## config.mk

```make
export PLATFORM = sky130hd
export DESIGN_NAME = sdtq_front
export DESIGN_NICKNAME = d
export VERILOG_FILES = /design/src/sdtq_pkg.sv /design/src/sdtq_front.sv
export SDC_FILE = /design/constraint.sdc
export NUM_CORES = 1
export LEC_CHECK = 0
export BUFFER_PORTS_ARGS = -buffer_cell sky130_fd_sc_hd__buf_4
export CAP_MARGIN = 5
export CORE_MARGIN = 4
export CORE_UTILIZATION = 58
export DETAILED_ROUTE_END_ITERATION = 16
export PLACE_DENSITY = 0.82
export SETUP_SLACK_MARGIN = 0.02
export SLEW_MARGIN = 10
export SYNTH_ARGS = -nofsm -noshare
export SYNTH_HDL_FRONTEND = slang
export SYNTH_SLANG_ARGS = --single-unit
```

## constraint.sdc

```tcl
create_clock -name clk -period 10.05 [get_ports clk]
set_input_delay 2.5125 -clock clk [delete_from_list [all_inputs] [get_ports clk]]
set_output_delay 2.5125 -clock clk [all_outputs]
set_load 0.02 [all_outputs]
```

## src/sdtq_pkg.sv

```systemverilog
// shared types, codes and constants of the sorted deadline timer queue
package sdtq_pkg;

  localparam int NTIMERS_DEF = 16;

  localparam logic [31:0] SLACK_RESET = 32'd500000;
  localparam logic [30:0] NS_PER_SEC  = 31'd1000000000;
  localparam logic [30:0] NS_PER_USEC = 31'd1000;

  // input operations
  localparam logic [1:0] OP_SET    = 2'd0;
  localparam logic [1:0] OP_CANCEL = 2'd1;
  localparam logic [1:0] OP_CHECK  = 2'd2;

  // result kinds
  localparam logic [1:0] KIND_FIRED   = 2'd0;
  localparam logic [1:0] KIND_SUMMARY = 2'd1;
  localparam logic [1:0] KIND_DONE    = 2'd2;
  localparam logic [1:0] KIND_REJECT  = 2'd3;

  // classified commands from front to back
  localparam logic [1:0] CMD_SET    = 2'd0;
  localparam logic [1:0] CMD_CANCEL = 2'd1;
  localparam logic [1:0] CMD_CHECK  = 2'd2;
  localparam logic [1:0] CMD_REJECT = 2'd3;

  // list operations
  localparam logic [1:0] LIST_NOP    = 2'd0;
  localparam logic [1:0] LIST_INSERT = 2'd1;
  localparam logic [1:0] LIST_REMOVE = 2'd2;
  localparam logic [1:0] LIST_POP    = 2'd3;

  typedef struct packed {
    logic [1:0]  operation;
    logic [3:0]  timer_id;
    logic [31:0] delay_usec;
    logic [63:0] now_ns;
  } in_item_t;

  typedef struct packed {
    logic [1:0]  kind;
    logic [3:0]  fired_id;
    logic        any_fired;
    logic [34:0] wait_sec;
    logic [19:0] wait_usec;
    logic        last;
  } out_item_t;

  typedef struct packed {
    logic [1:0]  code;
    logic [3:0]  id;
    logic [63:0] deadline;
    logic [63:0] now;
  } cmd_t;

  typedef struct packed {
    logic [1:0]  op;
    logic [3:0]  id;
    logic [63:0] dl;
  } list_req_t;

  typedef struct packed {
    logic        valid;
    logic [3:0]  id;
    logic [63:0] dl;
  } list_head_t;

endpackage

```

## src/sdtq_front.sv

```systemverilog
// front end: takes requests, forms the deadline and classifies them
module sdtq_front #(
  parameter int NTIMERS = 16
) (
  input  logic              clk,
  input  logic              rst_n,
  input  logic              in_push,
  output logic              in_full,
  input  sdtq_pkg::in_item_t in_data,
  output logic              cmd_push,
  output sdtq_pkg::cmd_t    cmd_data,
  input  logic              cmd_full
);
  import sdtq_pkg::*;

  logic     v_r;
  in_item_t item_r;
  logic [41:0] prod_r;
  logic [63:0] dl;
  logic id_ok;
  logic accept;

  assign in_full  = v_r && cmd_full;
  assign accept   = in_push && !in_full;
  assign cmd_push = v_r && !cmd_full;

  // stage valid
  always_ff @(posedge clk) begin
    if (!rst_n) begin
      v_r <= 1'b0;
    end else if (accept) begin
      v_r <= 1'b1;
    end else if (cmd_push) begin
      v_r <= 1'b0;
    end
  end

  // request and delay in nanoseconds
  always_ff @(posedge clk) begin
    if (accept) begin
      item_r <= in_data;
      prod_r <= 42'(in_data.delay_usec) * 42'(NS_PER_USEC);
    end
  end

  // classify
  always_comb begin
    dl    = item_r.now_ns + 64'(prod_r);
    id_ok = int'(item_r.timer_id) < NTIMERS;
    cmd_data.id       = item_r.timer_id;
    cmd_data.deadline = dl;
    cmd_data.now      = item_r.now_ns;
    case (item_r.operation)
      OP_SET: begin
        if (!id_ok || item_r.delay_usec == '0 || dl == '0) begin
          cmd_data.code = CMD_REJECT;
        end else begin
          cmd_data.code = CMD_SET;
        end
      end
      OP_CANCEL: begin
        cmd_data.code = id_ok ? CMD_CANCEL : CMD_REJECT;
      end
      OP_CHECK: begin
        cmd_data.code = CMD_CHECK;
      end
      default: begin
        cmd_data.code = CMD_REJECT;
      end
    endcase
  end

endmodule

```

==> flow_summary.yaml <==
run_status:
  status: "finished, final reports clean"
route:
  post_drt_via_cell_ratio: 5.68
  antenna_left: 0
  wl_microns: 32100
  wl_per_cell_microns: 17.9
  vias: 10157
  drc: 0
  drt-initial-drc-count: 632
  dr.pass1.iters: 5
synthesis:
  ys_ff_latch: 140
  synth_common_cells: "181 x inv_1, 139 x edfxtp_1, 126 x ha_1"
  syn_area_per_cell_sq_um: 10.5
  yosys-top-cells-area: "edfxtp_1 31%, fa_1 17%, ha_1 12%"
  synth_compound_area_frac: 0.145
  synth_top_area_frac: 0.309
  synth_top_family_by_area: "adder cells"
  synth-adder-area-share: 0.290
  synthMuxAreaShare: 0.00232
  syn_inst: 1291
  ys.flop_type: "edfxtp_1"
  seq_area_frac_synth: 0.311
  synthXorXnorAreaFrac: 0.0551
  synth-edff-count: 139
  synthesis.area_sq_um: 13500
  synth_nets: 1640
  synth_cell_types: 79
  ys_warn_count: 0
  synth_top_area_cell: "edfxtp_1"
  async_flop_share: 0
  synthSimpleGateAreaFrac: 0.101
  synthMostInstantiatedCell: "inv_1"
sta:
  layout_setup_ws_ns: 2.07
  fin_crit_ns: 7.98
  slew_headroom: 0.463
  clock.fmax_ghz: 0.125
  finalMaxSlewViolations: 0
  rsz0062_at_grt: "false"
  hold_violations: 0
  worst_slew_pin_slew_ns: 0.806
  skew_ns: 0.0105
  period_share: 0.794
  whs_ns: 0.691
  tns_ns: 0
  setup_viol: 0
cells_and_area:
  drive_gt1_frac: 0.205
  fin_cells: 1789
  nets: 1812
  final_cell_area_sq_um: 15700
  num_antenna_cells: 0
  area_growth_pct: 16.2
global_route:
  grt_overflow: 0
  grt_pass1_vias: 10338
  grt_usage: 0.251
  antenna_found_initial: 0
  grt_max_degree: 140
  grt_pass1_wl_microns: 52200
worst_hold_path:
  hold_class: "flop to flop"
  min_from: "v_r"
clocking:
  cts_root_buf: "clkbuf_16"
  ctsHoldBuffers: 0
  htree_levels: 4
  cts.repair.resized: 0
  post-cts-setup-buffer-count: 0
  cts_tree: "built"
  clk_path_buf_depth: 2
  numCtsBuffers: 17
  clkLatencyLatePin_ns: 0.42
  cts.sinks: 140
  path_clk_slew_ns: 0.07
pwr:
  p_leak_nw: 7.02
  powerDensity_nw_per_um2: 310
  ir_drop_v: 0.000161
placement:
  io_buffers: 241
  dp.cells: 1757
  place_area_sq_um: 15100
  dp_slack_ns: 1.74
  place_congestion: 0.917
  hpwlAfterDp_microns: 26100
floorplanning:
  fp.dieW_microns: 161
  die_height_microns: 161
  pin_count: 242
  die_area_sq_um: 25800
  core_area_sq_um: 22800
  initial_core_util: 0.593
  rows: 55
worst_setup_path:
  r2r_end: "cmd_data[55]"
  reg2regPathDepth: 3
  cp-start-kind: "input pin"
  cp.arrival_ns: 8.16
  crit_fanout: 4
  rr_startpoint: "v_r"
  crit_type: "input pin to flop"
  crit_required_ns: 10.23
  reg2reg_setup_slack_ns: 8.39
  critPathLaunch: "in_data[69]"
  endpoint_kind: "flop"
  crit_path_end: "prod_r[35]"
run:
  maxCapViolations: 0
[critical path, stage by stage]
cell	delay [ns]
buf_4	0.12
inv_1	0.21
fa_1	0.49
fa_1	0.55
fa_1	0.44
fa_1	0.51
inv_1	0.04
ha_1	0.34
a2111oi_0	0.40
o21ai_0	0.23
a41oi_1	0.46
o221ai_1	0.31
a311o_1	0.47
a221o_1	0.40
a21oi_1	0.20
inv_1	0.07
a41o_1	0.24
xor2_1	0.13
[area by class of cell]
| class | instances | area (sq um) |
|---|---|---|
| clock buffers | 17 | 425 |
| clock inverters | 15 | 155 |
| fillers | 1711 | 7080 |
| inverters | 181 | 679 |
| multi-input cells | 881 | 8020 |
| flip-flops and latches | 140 | 4190 |
| well taps | 313 | 392 |
| repair buffers | 242 | 1830 |
[power by group]
| part | leakage (nW) | switching (W) | internal (W) | total, W |
|---|---|---|---|---|
| Sequential | 1.35 | 0.0000458 | 0.000858 | 0.000904 |
| Combinational | 5.39 | 0.00194 | 0.00139 | 0.00333 |
| Clock | 0.280 | 0.000282 | 0.000351 | 0.000632 |
[cells by family after synthesis]
group / Yosys count
DFF: 140
xor gates and xnor gates: 85
and+or+nand+nor: 261
adders and majority gates: 243
AOI/OAI and AO/OA: 289
buffers and inverters: 270
muxes: 3
[layout by cell type (no fill, tap or decap), types with 5 or more instances in the layout]
master     instances
buf_4            241
inv_1            181
edfxtp_1         139
ha_1             126
fa_1             117
a21oi_1           81
nand2_1           66
nor2_1            54
xnor2_1           53
o21ai_0           39
xor2_1            32
a21o_1            28
nand3_1           21
nor3_1            19
nand4_1           18
o21bai_1          17
o21a_1            17
clkbuf_16         17
nor4_1            14
a211oi_1          13
and3_1            12
a211o_1           11
o21ai_1            9
o211ai_1           9
nor2b_1            8
or3_1              8
nand2b_1           7
a31oi_1            7
and2_1             6
and4_1             6
or2_2              5
[sequential cells by signal, summed over array words and instances, names as in the netlist]
register	flops
item_r	34
v_r	1
prod_r	37
cmd_data	68
[worst min-delay path by stage]
stage	endpoint	slack (ns)	cells past startpoint
finish	v_r	0.69	2
global route	v_r	0.73	2
CTS	v_r	0.71	2
global placement	v_r	0.64	2
detailed placement	v_r	0.69	2
floorplan	v_r	0.71	2
[per-stage QoR]
step | total power (W) | utilization
floorplan | 0.00333 | -
global placement | 0.00413 | 0.664
detailed placement | 0.00420 | 0.664
CTS | 0.00486 | 0.689
global route | 0.00527 | 0.689
finish | 0.00487 | 0.689
[metal layers]
metal  vias up  share of wire  GRT usage
met5         -              0          0
met4         0          0.016     0.0602
met3        38          0.072     0.0490
met2       365           0.49      0.430
met1      4907           0.42      0.330
li1       4847              -          -
No activity file was read; power rests on OpenSTA's default activity.
