File: src/sdtq_fifo.sv
// small synchronous queue used between front, back and the result port
module sdtq_fifo #(
  parameter type T = logic,
  parameter int DEPTH = 2
) (
  input  logic clk,
  input  logic rst_n,
  input  logic push,
  input  T     din,
  output logic full,
  input  logic pop,
  output T     dout,
  output logic empty
);
  localparam int PW = (DEPTH > 1) ? $clog2(DEPTH) : 1;
  localparam int CW = $clog2(DEPTH + 1);

  T mem_r [DEPTH];
  logic [PW-1:0] wr_r, wr_nxt, rd_r, rd_nxt;
  logic [CW-1:0] cnt_r, cnt_nxt;
  logic do_push, do_pop;

  assign full    = (cnt_r == CW'(DEPTH));
  assign empty   = (cnt_r == '0);
  assign do_push = push && !full;
  assign do_pop  = pop && !empty;
  assign dout    = mem_r[rd_r];

  // pointer and fill count
  always_comb begin
    wr_nxt  = wr_r;
    rd_nxt  = rd_r;
    cnt_nxt = cnt_r;
    if (do_push) begin
      wr_nxt = (wr_r == PW'(DEPTH - 1)) ? '0 : wr_r + 1'b1;
    end
    if (do_pop) begin
      rd_nxt = (rd_r == PW'(DEPTH - 1)) ? '0 : rd_r + 1'b1;
    end
    if (do_push && !do_pop) begin
      cnt_nxt = cnt_r + 1'b1;
    end else if (do_pop && !do_push) begin
      cnt_nxt = cnt_r - 1'b1;
    end
  end

  always_ff @(posedge clk) begin
    if (!rst_n) begin
      wr_r  <= '0;
      rd_r  <= '0;
      cnt_r <= '0;
    end else begin
      wr_r  <= wr_nxt;
      rd_r  <= rd_nxt;
      cnt_r <= cnt_nxt;
    end
  end

  // storage
  always_ff @(posedge clk) begin
    if (do_push) begin
      mem_r[wr_r] <= din;
    end
  end

endmodule

File: config.mk
export PLATFORM = sky130hd
export DESIGN_NAME = sdtq_fifo
export DESIGN_NICKNAME = d
export VERILOG_FILES = /design/src/sdtq_fifo.sv
export SDC_FILE = /design/constraint.sdc
export NUM_CORES = 1
export LEC_CHECK = 0
export ABC_CLOCK_PERIOD_IN_PS = 1600
export BUFFER_PORTS_ARGS = -buffer_cell sky130_fd_sc_hd__buf_4
export CAP_MARGIN = 10
export CELL_PAD_IN_SITES_DETAIL_PLACEMENT = 0
export CELL_PAD_IN_SITES_GLOBAL_PLACEMENT = 2
export CORE_AREA = 2 2 39 41
export CTS_CLUSTER_DIAMETER = 60
export DETAILED_ROUTE_END_ITERATION = 8
export DIE_AREA = 0 0 41 43
export HOLD_SLACK_MARGIN = 0.1
export PLACE_DENSITY = 0.71
export SLEW_MARGIN = 20
export SYNTH_ARGS = -nofsm -noshare
export SYNTH_HDL_FRONTEND = slang
export SYNTH_SLANG_ARGS = --single-unit
File: constraint.sdc
create_clock -name clk -period 1.6 [get_ports clk]
set_input_delay 0.16 -clock clk [delete_from_list [all_inputs] [get_ports clk]]
set_output_delay 0.16 -clock clk [all_outputs]
set_load 0.05 [all_outputs]
==> impl_metrics.env, run 1 <==
export IMPL_place_congestion=0.7256
export IMPL_initial_core_util_pct=22.06
export IMPL_grt_max_degree=6
export IMPL_rsz0062_at_grt="no"
export IMPL_synth_common_cells="dfxtp_1, and2_1, edfxtp_1, nor2_1, xnor2_1"
export IMPL_htreeDepth=1
export IMPL_pwr_share_seq_pct=31.8
export IMPL_ant_nets=0
export IMPL_synth_area_um2=305.3
export IMPL_fin_worst_skew_ps=0.4105
export IMPL_maxSlewHeadroom_pct=87.16
export IMPL_async_reset_ff_share_pct=0
export IMPL_setup_ws_ps=139.9
export IMPL_syn_area_per_cell_um2=10.90
export IMPL_critPathArrivalTime_ps=1630
export IMPL_drt_initial_drc_count=2
export IMPL_p_int_w=0.0005239
export IMPL_clkSinkCount=7
export IMPL_clkPwrFrac_pct=17.6
export IMPL_finalSetupViolations=0
export IMPL_layout_nets=48
export IMPL_vias_per_cell=4.035
export IMPL_setup_tns_ps=0
export IMPL_coreArea_um2=1384
export IMPL_grt_pass1_wl_um=841
export IMPL_cts_root_buf="clkbuf_4"
export IMPL_synth_most_common_cell="dfxtp_1"
export IMPL_cp_slowest_stage_delay_ps=350
export IMPL_die_h_um=43
export IMPL_synth_area_leaders="dfxtp_1, edfxtp_1, and2_1, xnor2_1, ha_1"
export IMPL_hold_violations=0
export IMPL_ir_worst_vdd_mv=0.6434
export IMPL_drtPass1Iterations=3
export IMPL_synthCells=28
export IMPL_fmax_ghz=0.6849
export IMPL_synth_warnings=0
export IMPL_grt_pass1_vias=216
export IMPL_clock_latency_ps=240
export IMPL_crit_path_start_kind="flop"
export IMPL_drc=0
export IMPL_status="completed"
export IMPL_grt_total_usage_pct=7.583
export IMPL_synthToLayoutAreaGrowth_pct=43.03
export IMPL_synth_cell_types=19
export IMPL_yosys_area_top_type="dfxtp_1"
export IMPL_path_class="flop to flop"
export IMPL_numCtsBuffers=3
export IMPL_cts_buffer_depth=2
export IMPL_num_vias=230
export IMPL_min_path_type="input port to flop"
export IMPL_crit_chain="buf_4 > o21ai_2 > ha_1 > or3_1 > a21boi_1"
export IMPL_cpMaxStageDelayCell="or3_1"
export IMPL_synth_edff_count=2
export IMPL_numPortBuffers=7
export IMPL_maxSlewViolCount=0
export IMPL_synth_main_ff_cell="dfxtp_1"
export IMPL_fp_dieW_um=41
export IMPL_power_density_nw_per_um2=2005
export IMPL_cts_tree="built"
export IMPL_synth_nets=34
export IMPL_rows=14
export IMPL_worst_pin_slew_ps=191.6
export IMPL_ys_seq_area_share_pct=52.46
export IMPL_post_cts_buffers=0
export IMPL_critPathMaxFanout=4
export IMPL_clkTransAtPathRegs_ps=50
export IMPL_antenna_cells=0
export IMPL_switching_share_pct=40.15
export IMPL_routedWlPerCell_um=8.439
export IMPL_drt_total_wl_um=481
export IMPL_die_area_um2=1763
export IMPL_cp_end_kind="flop"
export IMPL_antenna_found_initial=0
export IMPL_p_comb_share_pct=50.5
export IMPL_power_switching_w=0.0003514
export IMPL_layout_drive_gt1_share_pct=41.46
export IMPL_io_pins=8
export IMPL_worst_ep_required_time_ps=1770
export IMPL_leakage_nw=0.1866
export IMPL_globalRouteOverflowTotal=0
export IMPL_synth_top_area_share_pct=32.79
export IMPL_ys_ff_latch=7
export IMPL_drv_cap=0
export IMPL_period_share_pct=91.25
export IMPL_min_period_ps=1460
export IMPL_dp_slack_ps=63.94
## kinds of logic after synthesis
group	synth area share [%]
adders and majority gates	4.098
muxes	3.688
buffers and inverters	2.457
and+or+nand+nor	18.04
xor gates and xnor gates	8.608
DFF	52.46
AOI/OAI and AO/OA	10.66
## stage by stage
stage | hold slack [ps] | area [um2] | instances | util (%) | power (W)
2_1_floorplan | 258.9 | 307.8 | 28 | - | 0.0005833
3_3_place_gp | 346.9 | 387.9 | 52 | 28.03 | 0.0006853
3_5_place_dp | 348.6 | 387.9 | 52 | 28.03 | 0.0006951
4_1_cts | 145.4 | 424.2 | 57 | 30.65 | 0.0008595
5_1_grt | 138.8 | 436.7 | 57 | 31.56 | 0.0009458
6_report | 148.7 | 436.7 | 57 | 31.56 | 0.0008754
## final cells by class
type	count	area [um2]
Fill cell	150	947.2
Sequential cell	7	161.4
Multi-Input combinational cell	19	148.9
Timing Repair Buffer	9	70.07
Clock buffer	4	26.28
Tap cell	16	20.02
Inverter	2	10.01
## worst max-delay path, delay by kind of cell, from the launching register on
family | cells | cell delay [ps]
compound gates | 2 | 300
flops | 1 | 300
buf+inv | 1 | 150
fa+ha+maj | 1 | 290
simple gates | 1 | 350
## layer usage
metal  wire (um)  track usage [%]  up-vias
li1            -                -      122
met1         219            7.566      105
met2         244            10.63        3
met3          17            6.283        0
met4           0            4.000        0
met5           0                0        -
## worst paths after layout
path,start,end,slack [ps],cells after the start
worst max-delay path,cnt_r[0],cnt_r[1],140,5
worst min-delay path,rst_n,wr_r,150,2
worst max register to register,cnt_r[0],cnt_r[1],140,5
worst min register to register,cnt_r[1],cnt_r[1],530,2
## timing repair
action,in CTS,in global routing
endpoints found under the hold margin,2,0
gates resized for setup,0,3
endpoints found under the setup margin,0,1
hold buffers,1,0
## layout by cell type (no fill, tap or decap), types with 2 or more instances in the layout
cell	synthesis	routed
nor2_1	2	2
xnor2_1	2	2
dfxtp_1	5	4
buf_4	0	8
and2_1	3	3
clkbuf_4	0	3
edfxtp_1	2	2
## power by group through the flow
stage | Combinational (W) | Clock (W) | Sequential, W
finish | 0.000442 | 0.000154 | 0.000279
global route | 0.000483 | 0.000176 | 0.000286
CTS | 0.000430 | 0.000163 | 0.000267
detailed placement | 0.000425 | 0 | 0.000270
floorplan | 0.000311 | 0 | 0.000272
global placement | 0.000418 | 0 | 0.000267
No activity file was read; power rests on OpenSTA's default activity.
==> run 2: changes to the inputs <==
--- a/config.mk
+++ b/config.mk
@@ -16,6 +16,7 @@
 export DIE_AREA = 0 0 41 43
 export HOLD_SLACK_MARGIN = 0.1
 export PLACE_DENSITY = 0.71
+export REMOVE_ABC_BUFFERS = 1
 export SLEW_MARGIN = 20
 export SYNTH_ARGS = -nofsm -noshare
 export SYNTH_HDL_FRONTEND = slang
==> run 2 against run 1 <==
  * Critical path depth increased by 1
  * Sequential power about the same
  * Sequential cell count unchanged
  * Clock-buffer cell count unchanged
  * Die area unchanged
  * Hold slack got worse by 0.67 ps
  * Largest power group unchanged
==> impl_metrics.env, run 2 (synthesized netlist as in run 1, its figures left out) <==
export IMPL_reg2reg_slack_ps=100
export IMPL_rows=14
export IMPL_grt_total_usage_pct=7.762
export IMPL_cp_end_kind="flop"
export IMPL_die_area_um2=1763
export IMPL_setup_tns_ps=0
export IMPL_reg2reg_to="cnt_r[1]"
export IMPL_drt_total_wl_um=528
export IMPL_coreArea_um2=1384
export IMPL_min_path_type="input port to flop"
export IMPL_num_vias=234
export IMPL_mostFrequentLayoutCells="buf_4, dfxtp_1, and2_1, clkbuf_4"
export IMPL_finalNonFillerCells=57
export IMPL_layout_drive_gt1_share_pct=36.59
export IMPL_antenna_found_initial=0
export IMPL_rsz0062_at_grt="no"
export IMPL_grt_pass1_vias=196
export IMPL_io_pins=8
export IMPL_ir_worst_vdd_mv=0.5150
export IMPL_cts_tree="built"
export IMPL_cp_slowest_stage_delay_ps=430
export IMPL_hold_ws_ps=148.0
export IMPL_worst_pin_slew_ps=218.0
export IMPL_die_h_um=43
export IMPL_layout_nets=48
export IMPL_fp_dieW_um=41
export IMPL_routedWlPerCell_um=9.263
export IMPL_clkTransAtPathRegs_ps=50
export IMPL_numPortBuffers=7
export IMPL_critPathMaxFanout=5
export IMPL_globalRouteOverflowTotal=0
export IMPL_worstHoldEndpoint="wr_r"
export IMPL_min_period_ps=1502
export IMPL_maxSlewViolCount=0
export IMPL_leakage_nw=0.1859
export IMPL_dp_cells=52
export IMPL_drt_initial_drc_count=4
export IMPL_initial_core_util_pct=22.06
export IMPL_drv_cap=0
export IMPL_grt_max_degree=6
export IMPL_place_congestion=0.6887
export IMPL_fin_worst_skew_ps=2.176
export IMPL_clock_latency_ps=250
export IMPL_cts_root_buf="clkbuf_4"
export IMPL_numCtsBuffers=3
export IMPL_period_share_pct=93.88
export IMPL_critPathArrivalTime_ps=1680
export IMPL_crit_path_start_kind="flop"
export IMPL_ant_nets=0
export IMPL_antenna_cells=0
export IMPL_maxSlewHeadroom_pct=85.45
export IMPL_post_cts_buffers=0
export IMPL_hold_violations=0
export IMPL_rr_worst_depth=6
export IMPL_reg2reg_from="cnt_r[1]"
export IMPL_post_route_util_pct=31.01
export IMPL_clkPwrFrac_pct=18.2
export IMPL_cpMaxStageDelayCell="dfxtp_1"
export IMPL_layout_commonest_cell="buf_4"
export IMPL_holdPathStages=2
export IMPL_pwr_share_seq_pct=31.9
export IMPL_vias_per_cell=4.105
export IMPL_fmax_ghz=0.6657
export IMPL_clkSinkCount=7
export IMPL_power_density_nw_per_um2=2031
export IMPL_synthToLayoutAreaGrowth_pct=40.57
export IMPL_p_comb_share_pct=49.9
export IMPL_finalSetupViolations=0
export IMPL_min_from="rst_n"
export IMPL_status="completed"
export IMPL_crit_chain="nand2b_4 > inv_2 > nor2_1 > ha_1 > or3_1 > a21boi_1"
export IMPL_power_switching_w=0.0003553
export IMPL_drc=0
export IMPL_grt_pass1_wl_um=814
export IMPL_switching_share_pct=40.76
export IMPL_cts_buffer_depth=2
export IMPL_p_int_w=0.0005163
export IMPL_path_class="flop to flop"
export IMPL_drtPass1Iterations=2
export IMPL_worst_ep_required_time_ps=1780
export IMPL_htreeDepth=1
==> run 2: cell counts in the layout (fill, tap and decap cells not counted) <==
No cell type changed its count.
==> run 2: cell type report <==
cell class              instances  area, um2
fillers                       155      954.7
inverters                       2      7.507
repair buffers                  9      70.07
multi-input cells              19      145.1
well taps                      16      20.02
clock buffers                   4      26.28
flip-flops and latches          7      160.2
==> run 2: power by group through the flow <==
stage	sequential [W]	combinational [W]	clock [W]
6_report	0.000278	0.000435	0.000159
4_1_cts	0.000271	0.000428	0.000164
5_1_grt	0.000283	0.000468	0.000177
2_1_floorplan	0.000272	0.000305	0
3_3_place_gp	0.000271	0.000405	0
3_5_place_dp	0.000273	0.000417	0
==> run 2: critical path: cells and delay by family, from the launching register on <==
kind            cells  cell delay, ps
compound gates      1             130
fa+ha+maj           1             310
simple gates        3             490
buf+inv             1              70
flops               1             430
==> run 2: worst max path at each step <==
stage	startpoint	end	slack, ps
CTS	cnt_r[0]	cnt_r[1]	60
global placement	cnt_r[0]	cnt_r[1]	160
floorplan	cnt_r[0]	cnt_r[1]	-30
finish	cnt_r[1]	cnt_r[1]	100
detailed placement	cnt_r[0]	cnt_r[1]	100
global route	cnt_r[1]	cnt_r[1]	20
==> run 2: metrics by stage <==
stage / total power [W] / setup slack, ps / instance area (um2)
global placement: 0.0006762 / 156.3 / 385.4
floorplan: 0.0005772 / -29.16 / 305.3
finish: 0.0008716 / 97.88 / 429.2
CTS: 0.0008628 / 61.22 / 421.7
global route: 0.0009282 / 15.77 / 429.2
detailed placement: 0.0006900 / 101.1 / 385.4
==> run 2: routing by layer <==
layer / up-vias / part of all wire (%) / track usage (%)
met4: 0 / 0 / 8.000
met3: 0 / 4.4 / 4.712
met2: 3 / 55 / 10.00
met5: - / 0 / 0
met1: 111 / 40 / 7.818
li1: 120 / - / -
==> run 2: repair_timing <==
action,in CTS,in global routing
resized for setup,0,1
hold buffers,1,0
setup endpoints to repair,0,1
hold endpoints to repair,2,0
